<file path="src/design/sbsm_pkg.sv">
`timescale 1ns / 1ps
`default_nettype none

package sbsm_pkg;

    localparam int unsigned AddrW     = 16;
    localparam int unsigned DataW     = 8;
    localparam int unsigned RegW      = 5;
    localparam int unsigned RomAddrW  = 19;
    localparam int unsigned OffsW     = 14;
    localparam int unsigned CountW    = 6;
    localparam int unsigned CfgIdxW   = 2;
    localparam int unsigned CfgDataW  = 6;

    localparam logic [RegW-1:0]   LoaderMark   = 5'h10;
    localparam logic [RegW-1:0]   ControlReset = 5'h0C;
    localparam logic [CountW-1:0] BankCountRst = 6'd32;

    localparam logic [AddrW-1:0] RomBase   = 16'h8000;
    localparam logic [AddrW-1:0] ChrLoBase = 16'hA000;
    localparam logic [AddrW-1:0] UpperBase = 16'hC000;
    localparam logic [AddrW-1:0] PrgBase   = 16'hE000;

    localparam logic [CfgIdxW-1:0] CfgBankCount  = 2'd0;
    localparam logic [CfgIdxW-1:0] CfgChrPresent = 2'd1;

    localparam logic [1:0] PrgMode32a  = 2'd0;
    localparam logic [1:0] PrgMode32b  = 2'd1;
    localparam logic [1:0] PrgModeFix0 = 2'd2;
    localparam logic [1:0] PrgModeFixL = 2'd3;

    localparam logic [1:0] MirOneScreen = 2'd0;
    localparam logic [1:0] MirVertical  = 2'd1;
    localparam logic [1:0] MirHoriz     = 2'd2;

    localparam logic [1:0] CtlMirVert  = 2'd2;
    localparam logic [1:0] CtlMirHoriz = 2'd3;

    typedef struct packed {
        logic             kind;
        logic [AddrW-1:0] address;
        logic [DataW-1:0] write_data;
    } t_in_item;

    typedef struct packed {
        logic                rom_hit;
        logic [RomAddrW-1:0] rom_address;
        logic                passthrough;
        logic [1:0]          mirroring;
        logic [RegW-1:0]     chr_bank_low;
        logic [RegW-1:0]     chr_bank_high;
        logic                register_committed;
        logic                chr_reload;
    } t_out_item;

    typedef struct packed {
        logic [RegW-1:0] control;
        logic [RegW-1:0] chr_low;
        logic [RegW-1:0] chr_high;
        logic [RegW-1:0] prg_bank;
    } t_bank_state;

endpackage

`default_nettype wire

</file>
<file path="src/design/serial_bank_switch_mapper_top.sv">
`timescale 1ns / 1ps
`default_nettype none

// channel | direction | handshake               | payload
// in      | input     | i_in_valid / o_in_stall | i_in_data  (t_in_item)
// out     | output    | o_out_valid/ i_out_stall| o_out_data (t_out_item)
// cfg     | input     | i_cfg_valid/ o_cfg_ready| i_cfg_index, i_cfg_data
//
// One beat per cycle while the output is not stalled; each beat passes the input register, then the result register.
// Mapper state updates as the beat leaves the input register into the result register.
// Sync active-low reset: loader at marker, control 0x0C, banks 0, count 32, CHR ROM on.
// Output stall holds the result register and backs up into the input register.

module serial_bank_switch_mapper_top (
    input  wire                             i_clk,
    input  wire                             i_rst_n,
    input  wire                             i_in_valid,
    output logic                            o_in_stall,
    input  wire sbsm_pkg::t_in_item         i_in_data,
    output logic                            o_out_valid,
    input  wire                             i_out_stall,
    output sbsm_pkg::t_out_item             o_out_data,
    input  wire                             i_cfg_valid,
    output logic                            o_cfg_ready,
    input  wire [sbsm_pkg::CfgIdxW-1:0]     i_cfg_index,
    input  wire [sbsm_pkg::CfgDataW-1:0]    i_cfg_data
);

    logic                          r_s1_valid;
    sbsm_pkg::t_in_item            r_s1;
    logic                          r_out_valid;
    sbsm_pkg::t_out_item           r_out;
    sbsm_pkg::t_out_item           n_out;
    logic [sbsm_pkg::CountW-1:0]   r_bank_count;
    logic                          r_chr_present;
    logic                          s1_adv;
    sbsm_pkg::t_bank_state         cur_state;
    sbsm_pkg::t_bank_state         nxt_state;
    logic                          committed;
    logic [sbsm_pkg::RomAddrW-1:0] mapped;
    logic                          in_rom;

    assign s1_adv      = r_s1_valid && (!r_out_valid || !i_out_stall);
    assign o_in_stall  = r_s1_valid && !s1_adv;
    assign o_cfg_ready = 1'b1;

    always_ff @(posedge i_clk) begin
        if (!i_rst_n) begin
            r_bank_count  <= sbsm_pkg::BankCountRst;
            r_chr_present <= 1'b1;
        end else if (i_cfg_valid && o_cfg_ready) begin
            unique case (i_cfg_index)
                sbsm_pkg::CfgBankCount:  r_bank_count  <= i_cfg_data;
                sbsm_pkg::CfgChrPresent: r_chr_present <= i_cfg_data[0];
                default: ;
            endcase
        end
    end

    always_ff @(posedge i_clk) begin
        if (!i_rst_n) begin
            r_s1_valid <= 1'b0;
        end else if (!o_in_stall) begin
            r_s1_valid <= i_in_valid;
        end
    end

    always_ff @(posedge i_clk) begin
        if (!o_in_stall && i_in_valid) begin
            r_s1 <= i_in_data;
        end
    end

    sbsm_regs u_regs (
        .i_clk       (i_clk),
        .i_rst_n     (i_rst_n),
        .i_step      (s1_adv),
        .i_item      (r_s1),
        .o_state     (cur_state),
        .o_next      (nxt_state),
        .o_committed (committed)
    );

    sbsm_prg_map u_map (
        .i_state       (cur_state),
        .i_bank_count  (r_bank_count),
        .i_address     (r_s1.address),
        .o_rom_address (mapped)
    );

    assign in_rom = r_s1.address >= sbsm_pkg::RomBase;

    always_comb begin
        n_out.rom_hit            = in_rom && !r_s1.kind;
        n_out.rom_address        = n_out.rom_hit ? mapped : '0;
        n_out.passthrough        = !in_rom;
        case (nxt_state.control[1:0])
            sbsm_pkg::CtlMirVert:  n_out.mirroring = sbsm_pkg::MirVertical;
            sbsm_pkg::CtlMirHoriz: n_out.mirroring = sbsm_pkg::MirHoriz;
            default:               n_out.mirroring = sbsm_pkg::MirOneScreen;
        endcase
        n_out.chr_bank_low       = nxt_state.chr_low;
        n_out.chr_bank_high      = nxt_state.chr_high;
        n_out.register_committed = committed;
        n_out.chr_reload         = committed && r_chr_present;
    end

    always_ff @(posedge i_clk) begin
        if (!i_rst_n) begin
            r_out_valid <= 1'b0;
        end else if (s1_adv) begin
            r_out_valid <= 1'b1;
        end else if (!i_out_stall) begin
            r_out_valid <= 1'b0;
        end
    end

    always_ff @(posedge i_clk) begin
        if (s1_adv) begin
            r_out <= n_out;
        end
    end

    assign o_out_valid = r_out_valid;
    assign o_out_data  = r_out;

    a_commit_is_rom_write: assert property (@(posedge i_clk) disable iff (!i_rst_n)
        r_out_valid && r_out.register_committed |-> !r_out.rom_hit && !r_out.passthrough)
        else $error("commit flagged on a read or pass-through beat");

    a_reload_needs_commit: assert property (@(posedge i_clk) disable iff (!i_rst_n)
        r_out_valid && r_out.chr_reload |-> r_out.register_committed)
        else $error("reload without commit");

    a_stalled_s1_holds: assert property (@(posedge i_clk) disable iff (!i_rst_n)
        o_in_stall |=> r_s1_valid && $stable(r_s1))
        else $error("input register changed while stalled");

    a_miss_zero_addr: assert property (@(posedge i_clk) disable iff (!i_rst_n)
        r_out_valid && !r_out.rom_hit |-> r_out.rom_address == '0)
        else $error("ROM address on a non-hit beat");

endmodule

`default_nettype wire

</file>
<file path="src/design/sbsm_regs.sv">
`timescale 1ns / 1ps
`default_nettype none

module sbsm_regs (
    input  wire                  i_clk,
    input  wire                  i_rst_n,
    input  wire                  i_step,
    input  wire sbsm_pkg::t_in_item i_item,
    output sbsm_pkg::t_bank_state o_state,
    output sbsm_pkg::t_bank_state o_next,
    output logic                 o_committed
);

    logic [sbsm_pkg::RegW-1:0] r_loader;
    logic [sbsm_pkg::RegW-1:0] n_loader;
    logic [sbsm_pkg::RegW-1:0] shifted;
    sbsm_pkg::t_bank_state     r_state;
    sbsm_pkg::t_bank_state     n_state;
    logic                      is_rom_write;

    assign is_rom_write = i_item.kind && (i_item.address >= sbsm_pkg::RomBase);
    assign shifted      = {i_item.write_data[0], r_loader[sbsm_pkg::RegW-1:1]};

    always_comb begin
        n_loader    = r_loader;
        n_state     = r_state;
        o_committed = 1'b0;
        if (is_rom_write) begin
            if (i_item.write_data[sbsm_pkg::DataW-1]) begin
                n_loader = sbsm_pkg::LoaderMark;
            end else if (r_loader[0]) begin
                n_loader    = sbsm_pkg::LoaderMark;
                o_committed = 1'b1;
                if (i_item.address < sbsm_pkg::ChrLoBase) begin
                    n_state.control = shifted;
                end else if (i_item.address < sbsm_pkg::UpperBase) begin
                    n_state.chr_low = shifted;
                end else if (i_item.address < sbsm_pkg::PrgBase) begin
                    n_state.chr_high = shifted;
                end else begin
                    n_state.prg_bank = shifted;
                end
            end else begin
                n_loader = shifted;
            end
        end
    end

    always_ff @(posedge i_clk) begin
        if (!i_rst_n) begin
            r_loader         <= sbsm_pkg::LoaderMark;
            r_state.control  <= sbsm_pkg::ControlReset;
            r_state.chr_low  <= '0;
            r_state.chr_high <= '0;
            r_state.prg_bank <= '0;
        end else if (i_step) begin
            r_loader <= n_loader;
            r_state  <= n_state;
        end
    end

    assign o_state = r_state;
    assign o_next  = n_state;

    a_loader_nonzero: assert property (@(posedge i_clk) disable iff (!i_rst_n)
        r_loader != '0)
        else $error("serial loader lost its marker");

    a_commit_rearms: assert property (@(posedge i_clk) disable iff (!i_rst_n)
        i_step && o_committed |=> r_loader == sbsm_pkg::LoaderMark)
        else $error("loader not rearmed after commit");

    a_commit_needs_mark: assert property (@(posedge i_clk) disable iff (!i_rst_n)
        o_committed |-> r_loader[0] && is_rom_write)
        else $error("commit without fifth bit");

endmodule

`default_nettype wire

</file>
<file path="src/design/sbsm_prg_map.sv">
`timescale 1ns / 1ps
`default_nettype none

module sbsm_prg_map (
    input  wire sbsm_pkg::t_bank_state      i_state,
    input  wire [sbsm_pkg::CountW-1:0]      i_bank_count,
    input  wire [sbsm_pkg::AddrW-1:0]       i_address,
    output logic [sbsm_pkg::RomAddrW-1:0]   o_rom_address
);

    logic [sbsm_pkg::RegW-1:0]   lower;
    logic [sbsm_pkg::RegW-1:0]   upper;
    logic [sbsm_pkg::RegW-1:0]   bank;
    logic [sbsm_pkg::CountW-1:0] last_bank;

    assign last_bank = i_bank_count - sbsm_pkg::CountW'(1);

    always_comb begin
        case (i_state.control[3:2])
            sbsm_pkg::PrgModeFix0: begin
                lower = '0;
                upper = i_state.prg_bank;
            end
            sbsm_pkg::PrgModeFixL: begin
                lower = i_state.prg_bank;
                upper = last_bank[sbsm_pkg::RegW-1:0];
            end
            default: begin
                lower = {i_state.prg_bank[sbsm_pkg::RegW-1:1], 1'b0};
                upper = {i_state.prg_bank[sbsm_pkg::RegW-1:1], 1'b1};
            end
        endcase
    end

    assign bank          = (i_address >= sbsm_pkg::UpperBase) ? upper : lower;
    assign o_rom_address = {bank, i_address[sbsm_pkg::OffsW-1:0]};

endmodule

`default_nettype wire

</file>
<file path="config.mk">
export PLATFORM = sky130hd
export DESIGN_NAME = serial_bank_switch_mapper_top
export DESIGN_NICKNAME = d
export VERILOG_FILES = /design/src/design/sbsm_pkg.sv /design/src/design/serial_bank_switch_mapper_top.sv /design/src/design/sbsm_regs.sv /design/src/design/sbsm_prg_map.sv
export SDC_FILE = /design/constraint.sdc
export NUM_CORES = 1
export LEC_CHECK = 0
export BUFFER_PORTS_ARGS = -buffer_cell sky130_fd_sc_hd__buf_2
export CAP_MARGIN = 20
export CELL_PAD_IN_SITES_DETAIL_PLACEMENT = 1
export CELL_PAD_IN_SITES_GLOBAL_PLACEMENT = 2
export CORE_UTILIZATION = 32
export CTS_CLUSTER_SIZE = 30
export DETAILED_ROUTE_END_ITERATION = 12
export PLACE_DENSITY_LB_ADDON = 0.1
export SLEW_MARGIN = 20
export SYNTH_ARGS = -nofsm -noshare
export SYNTH_HDL_FRONTEND = slang
export SYNTH_HIERARCHICAL = 1
export SYNTH_SLANG_ARGS = --single-unit
</file>
<file path="constraint.sdc">
create_clock -name i_clk -period 6.7 [get_ports i_clk]
set_input_delay 0 -clock i_clk [delete_from_list [all_inputs] [get_ports i_clk]]
set_output_delay 0 -clock i_clk [all_outputs]
set_load 0.1 [all_outputs]
</file>
==> impl_metrics.csv <==
group,metric,value,unit
floorplan,io_pins,76,
run,maxCapViolCount,0,
critical_path,critPathBufInv,1,
logic_synthesis,yosysWarnings,6,
critical_path,cpMaxStageDelayCell,"or4b_2",
clock_network,numClockSinks,86,
sta,fmax,0.4392,GHz
power,ir_drop,0.00008549,V
layout,nets,407,
critical_path,start_kind,"flop",
global_routing,grt-ovfl-total,0,
clock_network,clock_path_buffers,2,
global_routing,grt_max_degree,43,
logic_synthesis,synth_cells,279,
floorplan,core-area,10840,µm²
clock_network,clk_pin_slew,0.09,ns
min_path,min_path_type,"in -> reg",
detailed_routing,drc,0,
floorplan,die_h,107.7,µm
critical_path,cp_cell_sequence,"a21boi_4, buf_4, nand3_1, or4b_2, a21boi_0",
floorplan,chipWidth,107.7,µm
layout,finish.utilization,41.22,%
logic_synthesis,syn_nets,318,
run_status,status,"finished clean",
layout,drive_gt1_share,28.42,%
critical_path,path_delay_family,"simple AND/OR/NAND/NOR gates",
global_routing,antenna_found_initial,0,
sta,tightest_slew,0.7483,ns
layout,area_growth,24.95,%
critical_path,crit_path_end_kind,"flop",
clock_network,clock_latency,0.36,ns
sta,fin_crit,2.277,ns
layout,num_antenna_cells,0,
critical_path,crit_required,6.99,ns
detailed_routing,vias,2313,
sta,period_share,33.98,%
detailed_routing,drtAntennaViolNets,0,
power,p_total,1.060,mW
critical_path,critPathKind,"reg -> reg",
global_routing,grt_pass1_wl,12140,µm
layout,design_area,4468,µm²
placed_design,gp_congestion,0.7418,
sta,setup_viol,0,
sta,tns,0,ns
global_routing,grt_use_total,14.39,%
sta,clock_skew,0.007319,ns
clock_network,tritoncts,"done",
sta,relSlewSlack,49.93,%
clock_network,root_buffer,"clkbuf_8",
global_routing,grt_pass1_vias,2343,
clock_network,htreeDepth,3,
critical_path,cp_slowest_stage_delay,0.67,ns
floorplan,row_count,38,
sta,holdWs,0.05132,ns
detailed_routing,first_pass_iters,6,
detailed_routing,drtIter0Drc,81,
sta,drv_slew,0,
logic_synthesis,postSynthAreaPerCell,12.82,µm²
detailed_routing,drt-vias-per-instance,4.509,
detailed_routing,wirelength,7764,µm
power,p_per_area,237.2,nW/µm²
placed_design,place_area,3958,µm²
placed_design,dp.final_hpwl,4935,µm
floorplan,start_util,32.99,%
power,p_leak,1.722,nW
detailed_routing,wl_per_cell,15.13,µm
placed_design,io_buffers,67,
logic_synthesis,syn_area,3576,µm²
critical_path,cp_max_fo,39,
clock_network,cts-buffers-inserted,9,
sta,rsz0062_at_grt,"false",
floorplan,dieArea,11600,µm²
sta,hold_violations,0,
critical_path,cp_data_arrival_time,2.56,ns
## metrics by stage
stage               instances  setup WS [ns]
floorplan                 279          1.525
global placement          464          4.421
detailed placement        464          4.413
CTS                       513          4.377
global route              513          4.222
finish                    513          4.423
## worst register-to-register path: stages (launching register included)
cell and delay, ns:
dfxtp_1 0.37, a21boi_4 0.17, buf_4 0.47, nand3_1 0.35
or4b_2 0.67, a21boi_0 0.16
## cells in the final DEF (no fill, tap or decap), types with 2 or more instances in the layout
cell,instances
a21boi_0,4
a21oi_1,3
a221o_1,2
and2_1,21
and3_1,3
buf_2,67
buf_4,2
clkbuf_8,9
clkinv_4,4
dfxtp_1,32
dlygate4sd3_1,33
edfxtp_1,54
inv_1,10
mux2_2,10
mux2_4,2
mux2i_1,23
nand2_1,38
nand3_1,6
nand4b_1,2
nor2_1,8
nor2b_1,3
o21ai_0,4
o2bb2ai_1,2
o311ai_0,2
xor2_1,2
## per-layer routing
metal / vias up / global-route usage, % / share of wire [%]
li1: 1147 / - / -
met1: 1118 / 17.91 / 47
met2: 39 / 23.49 / 48
met3: 9 / 3.571 / 3.2
met4: 0 / 6.458 / 1.4
met5: - / 0 / 0
## final timing paths
path,from,endpoint,slack [ns],depth (start not counted)
max,r_s1_valid,u_regs/r_loader[0],4.42,5
max reg2reg,r_s1_valid,u_regs/r_loader[0],4.42,5
min reg2reg,u_regs/o_state[11],u_regs/o_state[11],0.46,2
min,i_cfg_index[0],r_chr_present,0.05,3
## flip-flops by register name (all words and copies together), names as in the netlist
register / count
r_s1_valid: 1
u_regs/o_state: 19
u_regs/r_loader: 5
r_chr_present: 1
r_s1: 19
o_out_data: 35
o_out_valid: 1
r_bank_count: 5
## area by class of cell
type,count,area [µm²]
inverter,10,37.54
clock buffer,9,123.9
sequential,86,2262
clock inverter,7,51.30
timing repair buffer,102,680.7
fill,1193,6372
tap,140,175.2
multi-input combinational,159,1137
## power breakdown
group | internal [mW] | switching (mW) | leakage, nW | total (mW)
Sequential | 0.581 | 0.00861 | 0.779 | 0.590
Clock | 0.135 | 0.195 | 0.0868 | 0.331
Combinational | 0.0367 | 0.103 | 0.857 | 0.139
## timing repair
item | CTS | global route
endpoints found under the setup margin | 0 | 0
setup buffers | 0 | 0
gates resized for setup | 0 | 0
hold endpoints to repair | 27 | 0
hold buffers | 33 | 0
(Power assumes the default switching activity.)
